`src/design/ile_pkg.sv`:
```
package ile_pkg;

    // Defaults for the top-level parameters
    localparam int MAX_ENTRIES_DEF = 16;
    localparam int DATA_WIDTH_DEF  = 32;

    // Fixed field widths of the stream words
    localparam int CMD_W   = 4;
    localparam int POS_W   = 5;
    localparam int VALUE_W = 32;
    localparam int AMT_W   = 16;
    localparam int STAT_W  = 2;
    localparam int COUNT_W = 5;

    localparam int S_TDATA_W = 64;
    localparam int M_TDATA_W = 40;

    // Depth of the command queue between front and back
    localparam int QUEUE_DEPTH = 2;

    typedef enum logic [CMD_W-1:0] {
        CMD_PUSH   = 4'd0,
        CMD_POP    = 4'd1,
        CMD_GET    = 4'd2,
        CMD_SET    = 4'd3,
        CMD_INSERT = 4'd4,
        CMD_REMOVE = 4'd5,
        CMD_ROTL   = 4'd6,
        CMD_ROTR   = 4'd7,
        CMD_CLEAR  = 4'd8,
        CMD_NOP    = 4'd9
    } ile_cmd_t;

    typedef enum logic [STAT_W-1:0] {
        STAT_OK    = 2'd0,
        STAT_RANGE = 2'd1,
        STAT_FULL  = 2'd2,
        STAT_EMPTY = 2'd3
    } ile_status_t;

    typedef enum logic [1:0] {
        ST_IDLE,
        ST_DIV,
        ST_ROT
    } ile_state_t;

    typedef enum logic [2:0] {
        SH_NONE,
        SH_WRITE,
        SH_INSERT,
        SH_REMOVE,
        SH_ROTATE
    } ile_shift_t;

    // One decoded command as it travels through the queue
    typedef struct packed {
        ile_cmd_t           cmd;
        logic [POS_W-1:0]   pos;
        logic [VALUE_W-1:0] value;
        logic [AMT_W-1:0]   amt;
    } ile_item_t;

endpackage

```
`src/design/ile_front.sv`:
```
module ile_front
(
    input  logic                            clk,
    input  logic                            rst_n,
    input  logic                            s_tvalid,
    output logic                            s_tready,
    // command[3:0], position[8:4], value_in[40:9], rotate_amount[56:41], zero[63:57]
    input  logic [ile_pkg::S_TDATA_W-1:0]   s_tdata,
    output logic                            push_valid,
    input  logic                            push_ready,
    output ile_pkg::ile_item_t              push_item
);

    logic                 hold_valid_reg;
    logic                 hold_valid_next;
    ile_pkg::ile_item_t   hold_item_reg;
    ile_pkg::ile_item_t   dec_item;
    logic                 take;

    // Classify the raw command code; unused codes become no-ops
    always_comb
    begin
        dec_item.pos   = s_tdata[8:4];
        dec_item.value = s_tdata[40:9];
        dec_item.amt   = s_tdata[56:41];
        case (s_tdata[3:0])
            ile_pkg::CMD_PUSH:   dec_item.cmd = ile_pkg::CMD_PUSH;
            ile_pkg::CMD_POP:    dec_item.cmd = ile_pkg::CMD_POP;
            ile_pkg::CMD_GET:    dec_item.cmd = ile_pkg::CMD_GET;
            ile_pkg::CMD_SET:    dec_item.cmd = ile_pkg::CMD_SET;
            ile_pkg::CMD_INSERT: dec_item.cmd = ile_pkg::CMD_INSERT;
            ile_pkg::CMD_REMOVE: dec_item.cmd = ile_pkg::CMD_REMOVE;
            ile_pkg::CMD_ROTL:   dec_item.cmd = ile_pkg::CMD_ROTL;
            ile_pkg::CMD_ROTR:   dec_item.cmd = ile_pkg::CMD_ROTR;
            ile_pkg::CMD_CLEAR:  dec_item.cmd = ile_pkg::CMD_CLEAR;
            default:             dec_item.cmd = ile_pkg::CMD_NOP;
        endcase
    end

    // Accept a word whenever the holding stage is empty or drains this cycle
    assign s_tready   = !hold_valid_reg || push_ready;
    assign take       = s_tvalid && s_tready;
    assign push_valid = hold_valid_reg;
    assign push_item  = hold_item_reg;

    always_comb
    begin
        hold_valid_next = hold_valid_reg;
        if (take)
        begin
            hold_valid_next = 1'b1;
        end
        else if (push_ready)
        begin
            hold_valid_next = 1'b0;
        end
    end

    always_ff @(posedge clk or negedge rst_n)
    begin
        if (!rst_n)
        begin
            hold_valid_reg <= 1'b0;
        end
        else
        begin
            hold_valid_reg <= hold_valid_next;
        end
    end

    // Hold the decoded word
    always_ff @(posedge clk)
    begin
        if (take)
        begin
            hold_item_reg <= dec_item;
        end
    end

endmodule

```
`src/design/ile_queue.sv`:
```
module ile_queue
(
    input  logic                 clk,
    input  logic                 rst_n,
    input  logic                 push_valid,
    output logic                 push_ready,
    input  ile_pkg::ile_item_t   push_item,
    output logic                 pop_valid,
    input  logic                 pop_ready,
    output ile_pkg::ile_item_t   pop_item
);

    localparam int DEPTH  = ile_pkg::QUEUE_DEPTH;
    localparam int PTR_W  = (DEPTH > 1) ? $clog2(DEPTH) : 1;
    localparam int FILL_W = $clog2(DEPTH + 1);

    ile_pkg::ile_item_t  slots_reg [DEPTH];
    logic [PTR_W-1:0]    wr_ptr_reg;
    logic [PTR_W-1:0]    wr_ptr_next;
    logic [PTR_W-1:0]    rd_ptr_reg;
    logic [PTR_W-1:0]    rd_ptr_next;
    logic [FILL_W-1:0]   fill_reg;
    logic [FILL_W-1:0]   fill_next;
    logic                do_push;
    logic                do_pop;

    assign push_ready = (fill_reg != FILL_W'(DEPTH));
    assign pop_valid  = (fill_reg != '0);
    assign pop_item   = slots_reg[rd_ptr_reg];
    assign do_push    = push_valid && push_ready;
    assign do_pop     = pop_valid && pop_ready;

    // Advance pointers and fill level
    always_comb
    begin
        wr_ptr_next = wr_ptr_reg;
        rd_ptr_next = rd_ptr_reg;
        fill_next   = fill_reg;
        if (do_push)
        begin
            wr_ptr_next = (wr_ptr_reg == PTR_W'(DEPTH - 1)) ? '0 : wr_ptr_reg + PTR_W'(1);
        end
        if (do_pop)
        begin
            rd_ptr_next = (rd_ptr_reg == PTR_W'(DEPTH - 1)) ? '0 : rd_ptr_reg + PTR_W'(1);
        end
        if (do_push && !do_pop)
        begin
            fill_next = fill_reg + FILL_W'(1);
        end
        else if (do_pop && !do_push)
        begin
            fill_next = fill_reg - FILL_W'(1);
        end
    end

    always_ff @(posedge clk or negedge rst_n)
    begin
        if (!rst_n)
        begin
            wr_ptr_reg <= '0;
            rd_ptr_reg <= '0;
            fill_reg   <= '0;
        end
        else
        begin
            wr_ptr_reg <= wr_ptr_next;
            rd_ptr_reg <= rd_ptr_next;
            fill_reg   <= fill_next;
        end
    end

    // Store the pushed word
    always_ff @(posedge clk)
    begin
        if (do_push)
        begin
            slots_reg[wr_ptr_reg] <= push_item;
        end
    end

endmodule

```
`src/design/ile_divider.sv`:
```
module ile_divider
#(
    parameter int CNT_W = 5
)
(
    input  logic                       clk,
    input  logic                       rst_n,
    input  logic                       start,
    input  logic [ile_pkg::AMT_W-1:0]  dividend,
    input  logic [CNT_W-1:0]           divisor,
    output logic                       done,
    output logic [CNT_W-1:0]           remainder
);

    localparam int STEP_W = $clog2(ile_pkg::AMT_W + 1);

    logic                       busy_reg;
    logic                       busy_next;
    logic                       done_reg;
    logic                       done_next;
    logic [STEP_W-1:0]          step_reg;
    logic [STEP_W-1:0]          step_next;
    logic [ile_pkg::AMT_W-1:0]  quo_reg;
    logic [ile_pkg::AMT_W-1:0]  quo_next;
    logic [CNT_W-1:0]           rem_reg;
    logic [CNT_W-1:0]           rem_next;
    logic [CNT_W-1:0]           div_reg;
    logic [CNT_W-1:0]           div_next;
    logic [CNT_W:0]             trial;

    assign done      = done_reg;
    assign remainder = rem_reg;

    // Restoring division, one dividend bit per cycle
    always_comb
    begin
        busy_next = busy_reg;
        done_next = 1'b0;
        step_next = step_reg;
        quo_next  = quo_reg;
        rem_next  = rem_reg;
        div_next  = div_reg;
        trial     = {rem_reg, quo_reg[ile_pkg::AMT_W-1]};
        if (start)
        begin
            busy_next = 1'b1;
            step_next = STEP_W'(ile_pkg::AMT_W);
            quo_next  = dividend;
            rem_next  = '0;
            div_next  = divisor;
        end
        else if (busy_reg)
        begin
            quo_next  = {quo_reg[ile_pkg::AMT_W-2:0], 1'b0};
            step_next = step_reg - STEP_W'(1);
            if (trial >= {1'b0, div_reg})
            begin
                rem_next = CNT_W'(trial - {1'b0, div_reg});
            end
            else
            begin
                rem_next = trial[CNT_W-1:0];
            end
            if (step_reg == STEP_W'(1))
            begin
                busy_next = 1'b0;
                done_next = 1'b1;
            end
        end
    end

    always_ff @(posedge clk or negedge rst_n)
    begin
        if (!rst_n)
        begin
            busy_reg <= 1'b0;
            done_reg <= 1'b0;
            step_reg <= '0;
        end
        else
        begin
            busy_reg <= busy_next;
            done_reg <= done_next;
            step_reg <= step_next;
        end
    end

    always_ff @(posedge clk)
    begin
        quo_reg <= quo_next;
        rem_reg <= rem_next;
        div_reg <= div_next;
    end

endmodule

```
`src/design/ile_back.sv`:
```
module ile_back
#(
    parameter int MAX_ENTRIES = ile_pkg::MAX_ENTRIES_DEF,
    parameter int DATA_WIDTH  = ile_pkg::DATA_WIDTH_DEF
)
(
    input  logic                            clk,
    input  logic                            rst_n,
    input  logic                            q_valid,
    output logic                            q_ready,
    input  ile_pkg::ile_item_t              q_item,
    output logic                            m_tvalid,
    input  logic                            m_tready,
    // status[1:0], value_out[33:2], entry_count[38:34], zero[39]
    output logic [ile_pkg::M_TDATA_W-1:0]   m_tdata
);

    localparam int CW   = $clog2(MAX_ENTRIES + 1);
    localparam int IW   = $clog2(MAX_ENTRIES);
    localparam int CMPW = (CW > ile_pkg::POS_W) ? CW : ile_pkg::POS_W;

    localparam logic [CW-1:0] ONE_C = CW'(1);
    localparam logic [CW-1:0] MAX_C = CW'(MAX_ENTRIES);

    // List storage and control
    logic [DATA_WIDTH-1:0]  entries_reg  [MAX_ENTRIES];
    logic [DATA_WIDTH-1:0]  entries_next [MAX_ENTRIES];
    logic [CW-1:0]          count_reg;
    logic [CW-1:0]          count_next;
    ile_pkg::ile_state_t    state_reg;
    ile_pkg::ile_state_t    state_next;
    logic                   rot_left_reg;
    logic                   rot_left_next;
    logic [CW-1:0]          steps_reg;
    logic [CW-1:0]          steps_next;

    // Result register
    logic                   out_valid_reg;
    logic                   out_valid_next;
    ile_pkg::ile_status_t   out_status_reg;
    ile_pkg::ile_status_t   out_status_next;
    logic [DATA_WIDTH-1:0]  out_value_reg;
    logic [DATA_WIDTH-1:0]  out_value_next;
    logic [CW-1:0]          out_count_reg;
    logic [CW-1:0]          out_count_next;

    // Working signals
    ile_pkg::ile_shift_t    shift_op;
    logic [CW-1:0]          wr_idx;
    logic [DATA_WIDTH-1:0]  wr_val;
    logic [63:0]            vin_w;
    logic [CMPW-1:0]        pos_ext;
    logic [CMPW-1:0]        cnt_ext;
    logic [CW-1:0]          pos_c;
    logic [CW-1:0]          cnt_m1;
    logic [IW-1:0]          rd_idx;
    logic [DATA_WIDTH-1:0]  rd_data;
    logic                   out_free;
    logic                   load_result;
    logic                   div_start;
    logic                   div_done;
    logic [CW-1:0]          div_rem;
    logic [63:0]            value_w;
    logic [15:0]            count_w;

    ile_divider #(
        .CNT_W (CW)
    ) u_divider (
        .clk       (clk),
        .rst_n     (rst_n),
        .start     (div_start),
        .dividend  (q_item.amt),
        .divisor   (count_reg),
        .done      (div_done),
        .remainder (div_rem)
    );

    // Operand views
    assign vin_w   = 64'(q_item.value);
    assign wr_val  = vin_w[DATA_WIDTH-1:0];
    assign pos_ext = CMPW'(q_item.pos);
    assign cnt_ext = CMPW'(count_reg);
    assign pos_c   = pos_ext[CW-1:0];
    assign cnt_m1  = count_reg - ONE_C;
    assign rd_idx  = (q_item.cmd == ile_pkg::CMD_POP) ? cnt_m1[IW-1:0] : pos_c[IW-1:0];
    assign rd_data = entries_reg[rd_idx];
    assign out_free = !out_valid_reg || m_tready;

    // Sequence one command at a time
    always_comb
    begin
        state_next      = state_reg;
        count_next      = count_reg;
        rot_left_next   = rot_left_reg;
        steps_next      = steps_reg;
        out_valid_next  = out_valid_reg && !m_tready;
        out_status_next = out_status_reg;
        out_value_next  = out_value_reg;
        out_count_next  = out_count_reg;
        load_result     = 1'b0;
        q_ready         = 1'b0;
        div_start       = 1'b0;
        shift_op        = ile_pkg::SH_NONE;
        wr_idx          = pos_c;
        case (state_reg)
            ile_pkg::ST_IDLE:
            begin
                if (q_valid && out_free)
                begin
                    q_ready         = 1'b1;
                    load_result     = 1'b1;
                    out_status_next = ile_pkg::STAT_OK;
                    out_value_next  = '0;
                    case (q_item.cmd)
                        ile_pkg::CMD_PUSH:
                        begin
                            if (count_reg == MAX_C)
                            begin
                                out_status_next = ile_pkg::STAT_FULL;
                            end
                            else
                            begin
                                shift_op   = ile_pkg::SH_WRITE;
                                wr_idx     = count_reg;
                                count_next = count_reg + ONE_C;
                            end
                        end
                        ile_pkg::CMD_POP:
                        begin
                            if (count_reg == '0)
                            begin
                                out_status_next = ile_pkg::STAT_EMPTY;
                            end
                            else
                            begin
                                count_next     = cnt_m1;
                                out_value_next = rd_data;
                            end
                        end
                        ile_pkg::CMD_GET:
                        begin
                            if (pos_ext >= cnt_ext)
                            begin
                                out_status_next = ile_pkg::STAT_RANGE;
                            end
                            else
                            begin
                                out_value_next = rd_data;
                            end
                        end
                        ile_pkg::CMD_SET:
                        begin
                            if (pos_ext >= cnt_ext)
                            begin
                                out_status_next = ile_pkg::STAT_RANGE;
                            end
                            else
                            begin
                                shift_op = ile_pkg::SH_WRITE;
                            end
                        end
                        ile_pkg::CMD_INSERT:
                        begin
                            if (pos_ext > cnt_ext)
                            begin
                                out_status_next = ile_pkg::STAT_RANGE;
                            end
                            else if (count_reg == MAX_C)
                            begin
                                out_status_next = ile_pkg::STAT_FULL;
                            end
                            else
                            begin
                                shift_op   = ile_pkg::SH_INSERT;
                                count_next = count_reg + ONE_C;
                            end
                        end
                        ile_pkg::CMD_REMOVE:
                        begin
                            if (pos_ext >= cnt_ext)
                            begin
                                out_status_next = ile_pkg::STAT_RANGE;
                            end
                            else
                            begin
                                shift_op   = ile_pkg::SH_REMOVE;
                                count_next = cnt_m1;
                            end
                        end
                        ile_pkg::CMD_ROTL, ile_pkg::CMD_ROTR:
                        begin
                            // Reduce the amount first; a zero count or amount is a no-op
                            if (count_reg != '0 && q_item.amt != '0)
                            begin
                                load_result   = 1'b0;
                                div_start     = 1'b1;
                                rot_left_next = (q_item.cmd == ile_pkg::CMD_ROTL);
                                state_next    = ile_pkg::ST_DIV;
                            end
                        end
                        ile_pkg::CMD_CLEAR:
                        begin
                            count_next = '0;
                        end
                        default:
                        begin
                        end
                    endcase
                end
            end
            ile_pkg::ST_DIV:
            begin
                if (div_done)
                begin
                    if (div_rem == '0)
                    begin
                        load_result     = 1'b1;
                        out_status_next = ile_pkg::STAT_OK;
                        out_value_next  = '0;
                        state_next      = ile_pkg::ST_IDLE;
                    end
                    else
                    begin
                        // Right by k is left by count minus k
                        steps_next = rot_left_reg ? div_rem : count_reg - div_rem;
                        state_next = ile_pkg::ST_ROT;
                    end
                end
            end
            ile_pkg::ST_ROT:
            begin
                shift_op   = ile_pkg::SH_ROTATE;
                steps_next = steps_reg - ONE_C;
                if (steps_reg == ONE_C)
                begin
                    load_result     = 1'b1;
                    out_status_next = ile_pkg::STAT_OK;
                    out_value_next  = '0;
                    state_next      = ile_pkg::ST_IDLE;
                end
            end
            default:
            begin
                state_next = ile_pkg::ST_IDLE;
            end
        endcase
        if (load_result)
        begin
            out_valid_next = 1'b1;
            out_count_next = count_next;
        end
    end

    // Shift chain: each entry takes its own value, a neighbor, the first entry (rotate wrap) or the new value
    always_comb
    begin
        for (int i = 0; i < MAX_ENTRIES; i++)
        begin
            entries_next[i] = entries_reg[i];
            case (shift_op)
                ile_pkg::SH_WRITE:
                begin
                    if (CW'(i) == wr_idx)
                    begin
                        entries_next[i] = wr_val;
                    end
                end
                ile_pkg::SH_INSERT:
                begin
                    if (CW'(i) == wr_idx)
                    begin
                        entries_next[i] = wr_val;
                    end
                    else if (CW'(i) > wr_idx && CW'(i) <= count_reg)
                    begin
                        entries_next[i] = entries_reg[(i > 0) ? i - 1 : 0];
                    end
                end
                ile_pkg::SH_REMOVE:
                begin
                    if (CW'(i) >= wr_idx && CW'(i + 1) < count_reg)
                    begin
                        entries_next[i] = entries_reg[(i < MAX_ENTRIES - 1) ? i + 1 : i];
                    end
                end
                ile_pkg::SH_ROTATE:
                begin
                    if (CW'(i + 1) < count_reg)
                    begin
                        entries_next[i] = entries_reg[(i < MAX_ENTRIES - 1) ? i + 1 : i];
                    end
                    else if (CW'(i + 1) == count_reg)
                    begin
                        entries_next[i] = entries_reg[0];
                    end
                end
                default:
                begin
                end
            endcase
        end
    end

    always_ff @(posedge clk or negedge rst_n)
    begin
        if (!rst_n)
        begin
            state_reg     <= ile_pkg::ST_IDLE;
            count_reg     <= '0;
            out_valid_reg <= 1'b0;
            steps_reg     <= '0;
            rot_left_reg  <= 1'b0;
        end
        else
        begin
            state_reg     <= state_next;
            count_reg     <= count_next;
            out_valid_reg <= out_valid_next;
            steps_reg     <= steps_next;
            rot_left_reg  <= rot_left_next;
        end
    end

    // Payload: list entries and result fields
    always_ff @(posedge clk)
    begin
        entries_reg    <= entries_next;
        out_status_reg <= out_status_next;
        out_value_reg  <= out_value_next;
        out_count_reg  <= out_count_next;
    end

    // Pack the result word
    assign value_w  = 64'(out_value_reg);
    assign count_w  = 16'(out_count_reg);
    assign m_tvalid = out_valid_reg;
    assign m_tdata  = {1'b0, count_w[ile_pkg::COUNT_W-1:0],
                       value_w[ile_pkg::VALUE_W-1:0], out_status_reg};

endmodule

```
`src/design/indexed_list_engine_core.sv`:
```
// A simple command passes through the front holding register, the command queue
// and the result register. Throughput: one simple command per cycle while the output
// is not stalled; a rotation holds the back end for an amount-modulo-count division
// and then single-place shift steps (at most MAX_ENTRIES - 1), all on the one shift chain.
// Reset (rst_n, asynchronous, active low) empties the list and the queue;
// entry contents are not cleared and are read only after being written.
module indexed_list_engine_core
#(
    parameter int MAX_ENTRIES = ile_pkg::MAX_ENTRIES_DEF,
    parameter int DATA_WIDTH  = ile_pkg::DATA_WIDTH_DEF
)
(
    input  logic                            clk,
    input  logic                            rst_n,
    input  logic                            s_tvalid,
    output logic                            s_tready,
    // command[3:0], position[8:4], value_in[40:9], rotate_amount[56:41], zero[63:57]
    input  logic [ile_pkg::S_TDATA_W-1:0]   s_tdata,
    output logic                            m_tvalid,
    input  logic                            m_tready,
    // status[1:0], value_out[33:2], entry_count[38:34], zero[39]
    output logic [ile_pkg::M_TDATA_W-1:0]   m_tdata
);

    logic                 push_valid;
    logic                 push_ready;
    ile_pkg::ile_item_t   push_item;
    logic                 q_valid;
    logic                 q_ready;
    ile_pkg::ile_item_t   q_item;

    ile_front u_front (
        .clk        (clk),
        .rst_n      (rst_n),
        .s_tvalid   (s_tvalid),
        .s_tready   (s_tready),
        .s_tdata    (s_tdata),
        .push_valid (push_valid),
        .push_ready (push_ready),
        .push_item  (push_item)
    );

    ile_queue u_queue (
        .clk        (clk),
        .rst_n      (rst_n),
        .push_valid (push_valid),
        .push_ready (push_ready),
        .push_item  (push_item),
        .pop_valid  (q_valid),
        .pop_ready  (q_ready),
        .pop_item   (q_item)
    );

    ile_back #(
        .MAX_ENTRIES (MAX_ENTRIES),
        .DATA_WIDTH  (DATA_WIDTH)
    ) u_back (
        .clk      (clk),
        .rst_n    (rst_n),
        .q_valid  (q_valid),
        .q_ready  (q_ready),
        .q_item   (q_item),
        .m_tvalid (m_tvalid),
        .m_tready (m_tready),
        .m_tdata  (m_tdata)
    );

endmodule

```
`config.mk`:
```
export PLATFORM = sky130hd
export DESIGN_NAME = indexed_list_engine_core
export DESIGN_NICKNAME = d
export VERILOG_FILES = /design/src/design/ile_pkg.sv /design/src/design/ile_front.sv /design/src/design/ile_queue.sv /design/src/design/ile_divider.sv /design/src/design/ile_back.sv /design/src/design/indexed_list_engine_core.sv
export SDC_FILE = /design/constraint.sdc
export NUM_CORES = 2
export LEC_CHECK = 0
export ABC_CLOCK_PERIOD_IN_PS = 13200
export BUFFER_PORTS_ARGS = -buffer_cell sky130_fd_sc_hd__buf_2
export CAP_MARGIN = 20
export CORE_ASPECT_RATIO = 1.2
export CORE_MARGIN = 5
export CORE_UTILIZATION = 60
export DETAILED_ROUTE_END_ITERATION = 7
export PLACE_DENSITY = 0.77
export SLEW_MARGIN = 20
export SYNTH_ARGS = -nofsm -noshare
export SYNTH_HDL_FRONTEND = slang
export SYNTH_SLANG_ARGS = --single-unit
```
`constraint.sdc`:
```
create_clock -name clk -period 13.2 [get_ports clk]
set_clock_uncertainty 0.05 [all_clocks]
set_input_delay 0.66 -clock clk [delete_from_list [all_inputs] [get_ports clk]]
set_output_delay 0.66 -clock clk [all_outputs]
set_load 0.02 [all_outputs]
```
==> run summary <==
number of cell rows -> 116
CP endpoint kind -> flip-flop
Post-synth top cells -> edfxtp_1, nand2_1, mux2i_1, o21ai_0, mux2_2
#FFs+latches synth -> 774
Setup-failing EPs final -> 0
Longest Clk Path Bufs -> 3
Hold/Removal Path Class -> in -> reg
Reg power frac -> 32.7%
f_max -> 129 MHz
clock power share -> 16.0%
PD cells -> 276 nW/um^2
Syn-to-layout area delta -> 7.12%
Routed WL -> 171000 um
DRT Pass-1 Iters -> 8
Detailed Place HPWL -> 88500 um
Largest stage delay, worst path -> 1.02 ns
Synth Flop Type -> edfxtp_1
Worst-Margin Slew -> 1.39 ns
hold path depth -> 1
wire per inst -> 31.3 um
relative slew slack -> 7.61%
met2 global-route usage -> 55.1%
postcts setup bufs -> 0
initial core utilization -> 60.5%
fill cell count -> 6409
met1 Resource Use GR -> 45.8%
GP Congestion -> 0.913
number of flip-flops in the largest register -> 512
residual DRC count -> 3
Skew-Pair Late Insertion Delay -> 0.69 ns
LEAKAGE -> 20.3 nW
Yosys top cell area share -> 44.3%
top post-synthesis cells by area -> edfxtp_1, mux2i_1, mux2_2
Root Buffer -> clkbuf_16
clk slew on worst S/H paths -> 0.06 ns
dpl cells -> 5324
gr ovfl total -> 0
IO Pins -> 110
final period utilization -> 58.6%
Port-buffer cells -> 101
M3 GR Usage -> 10.4%
CP max-delay cell -> and3_4
net count after synthesis -> 4582
vias in the first global route -> 41.4k
required time of the critical path -> 13.52 ns
worst-case reg-to-reg path depth -> 14
hold slack -> 0.0929 ns
CP most frequent cell -> buf_4
Final ANT Viol Nets -> 0
Num Clock Sinks -> 774
sw frac -> 44.6%
Total Neg Setup Slack -> 0 ns
Final Non-Filler Cells -> 5481
Global Route Usage Sum -> 36.6%
Post-synth ARST share -> 3.36%
worst vdd ir -> 0.313 mV
global route hottest layer -> met2
H-tree lvl count -> 3
nets -> 4389
status -> finished with violations
Final WS setup -> 5.46 ns
Syn Inst Count -> 4484
fraction of layout cells with a size suffix above 1 -> 19.5%
first-pass GRT wire length -> 252000 um
Syn Std Cell Area -> 50400 sq um
Layout Utilization -> 64.8%
die footprint -> 89900 sq um
crit path DAT -> 8.05 ns
die height -> 327 um
Syn Area/Cell -> 11.2 sq um
Final Max Tran Viols -> 0
DIE WIDTH -> 275 um
worst setup path start -> u_queue.rd_ptr_reg$_DFFE_PN0P_
sequential element share of the synthesized area -> 45.8%
CTS tree -> done
pre-CTS setup slack -> 5.60 ns
RSZ-0062 raised after global routing -> no
Post-synth EDFFs -> 743
MaxCap Viol Count -> 0
minimum clock period -> 7.74 ns
failing checks -> design-rule violations
initial antenna violation count -> 4
synth unique cells -> 97
kind of critical path -> reg -> reg
ordered cell list for the critical path -> buf_4, mux2i_1, inv_1, ha_1, and3_1, and3_1, a31oi_1, o22ai_4, buf_4, and3_4, buf_4, o32ai_1, and3_2, buf_4
DRT iter0 DRCs -> 7037
crit-path max FO -> 90
vias per inst -> 7.73
largest net degree at the start of global routing -> 228
largest area contributor in the netlist -> edfxtp_1
placeable core area -> 83300 sq um
Synth Warn # -> 0
most frequent cell after synthesis -> edfxtp_1
internal power -> 0.00825 W
number of CTS-inserted buffers -> 82
Logic pwr share -> 51.3%
vias -> 42.4k
post-CTS sizing -> 0
Switching Power -> 0.00666 W
Critical Path Start Type -> flip-flop
Fin. Hold Viols -> 0
hold wc startpoint -> s_tdata[4]
RR Startpoint -> u_queue.rd_ptr_reg$_DFFE_PN0P_
==> cell usage in the layout (no fill, tap or decap), types with 11 or more instances in the layout <==
cell type and count:
nor2_1 82, o22ai_1 12, a31oi_1 41, clkinv_2 11, nor2b_1 11, a22oi_1 66
mux4_2 124, clkinv_1 15, clkbuf_16 83, o2bb2ai_1 65, dfrtp_1 24, a21o_1 14
and2_1 36, nand2b_1 13, a221oi_1 318, ha_1 27, o21ai_0 355, buf_2 101
o211ai_1 105, a21oi_1 175, mux2_2 320, edfxtp_1 743, o21ai_1 103, nor3_1 27
a211oi_1 44, mux2i_1 507, nand2_1 545, buf_4 86, clkbuf_1 21, nand3_1 15
inv_1 31
==> cells by family after synthesis <==
group / synth area share [%]
xor gates and xnor gates: 0.243
muxes: 22.9
AOI/OAI and AO/OA: 18.5
adders and majority gates: 0.775
and+or+nand+nor: 7.11
buffers and inverters: 4.66
other: 0.00744
DFF: 45.8
==> power by group through the flow <==
stage / combinational, W / sequential, W / clock (W)
after floorplan: 0.00531 / 0.00457 / 0
after global placement: 0.00712 / 0.00482 / 0
after detailed placement: 0.00733 / 0.00486 / 0
after CTS: 0.00736 / 0.00482 / 0.00238
after global routing: 0.00801 / 0.00495 / 0.00248
final: 0.00765 / 0.00488 / 0.00238
==> per-layer routing <==
metal	up-vias	part of all wire [%]
met4	2	8.3
li1	17300	-
met1	20300	34
met2	3780	44
met5	-	0.0076
met3	967	14
==> critical path, delay by kind of cell (launching register included) <==
family | cells | cell delay, ns
buf+inv | 5 | 2.95
mux | 1 | 0.70
compound gates | 3 | 0.39
simple gates | 4 | 2.00
fa+ha+maj | 1 | 0.36
flops | 1 | 0.82
==> final cells by class <==
class	count	area (sq um)	share of cell area (%)
inverters	36	138	0.255
clock buffers	106	2180	4.05
multi-input cells	3202	25400	47.1
clock inverters	45	477	0.883
repair buffers	195	1290	2.39
diodes	2	5.00	0.00927
flip-flops and latches	774	23100	42.7
well taps	1121	1400	2.60
==> final timing paths <==
check	slack (ns)	end
max in group asynchronous	12.15	u_queue.rd_ptr_reg$_DFFE_PN0P_
worst max-delay path	5.46	u_back.entries_reg[230]$_DFFE_PP_
min in group asynchronous	0.47	u_back.steps_reg[4]$_DFFE_PN0P_
worst min register to register	0.39	u_queue.slots_reg[1][3]$_DFFE_PP_
worst max register to register	5.46	u_back.entries_reg[230]$_DFFE_PP_
worst min-delay path	0.09	u_front.push_item[48]$_DFFE_PP_
==> metrics by stage <==
stage / total power [W] / cell area, sq um
6_report: 0.0149 / 54000
5_1_grt: 0.0154 / 54000
4_1_cts: 0.0146 / 53900
3_5_place_dp: 0.0122 / 51300
3_3_place_gp: 0.0119 / 51200
2_1_floorplan: 0.00988 / 50400
==> repair_timing <==
item                                    CTS  global route
hold buffers                              1             0
hold endpoints to repair                 26             0
endpoints found under the setup margin    0             0
(Power assumes the default switching activity.)
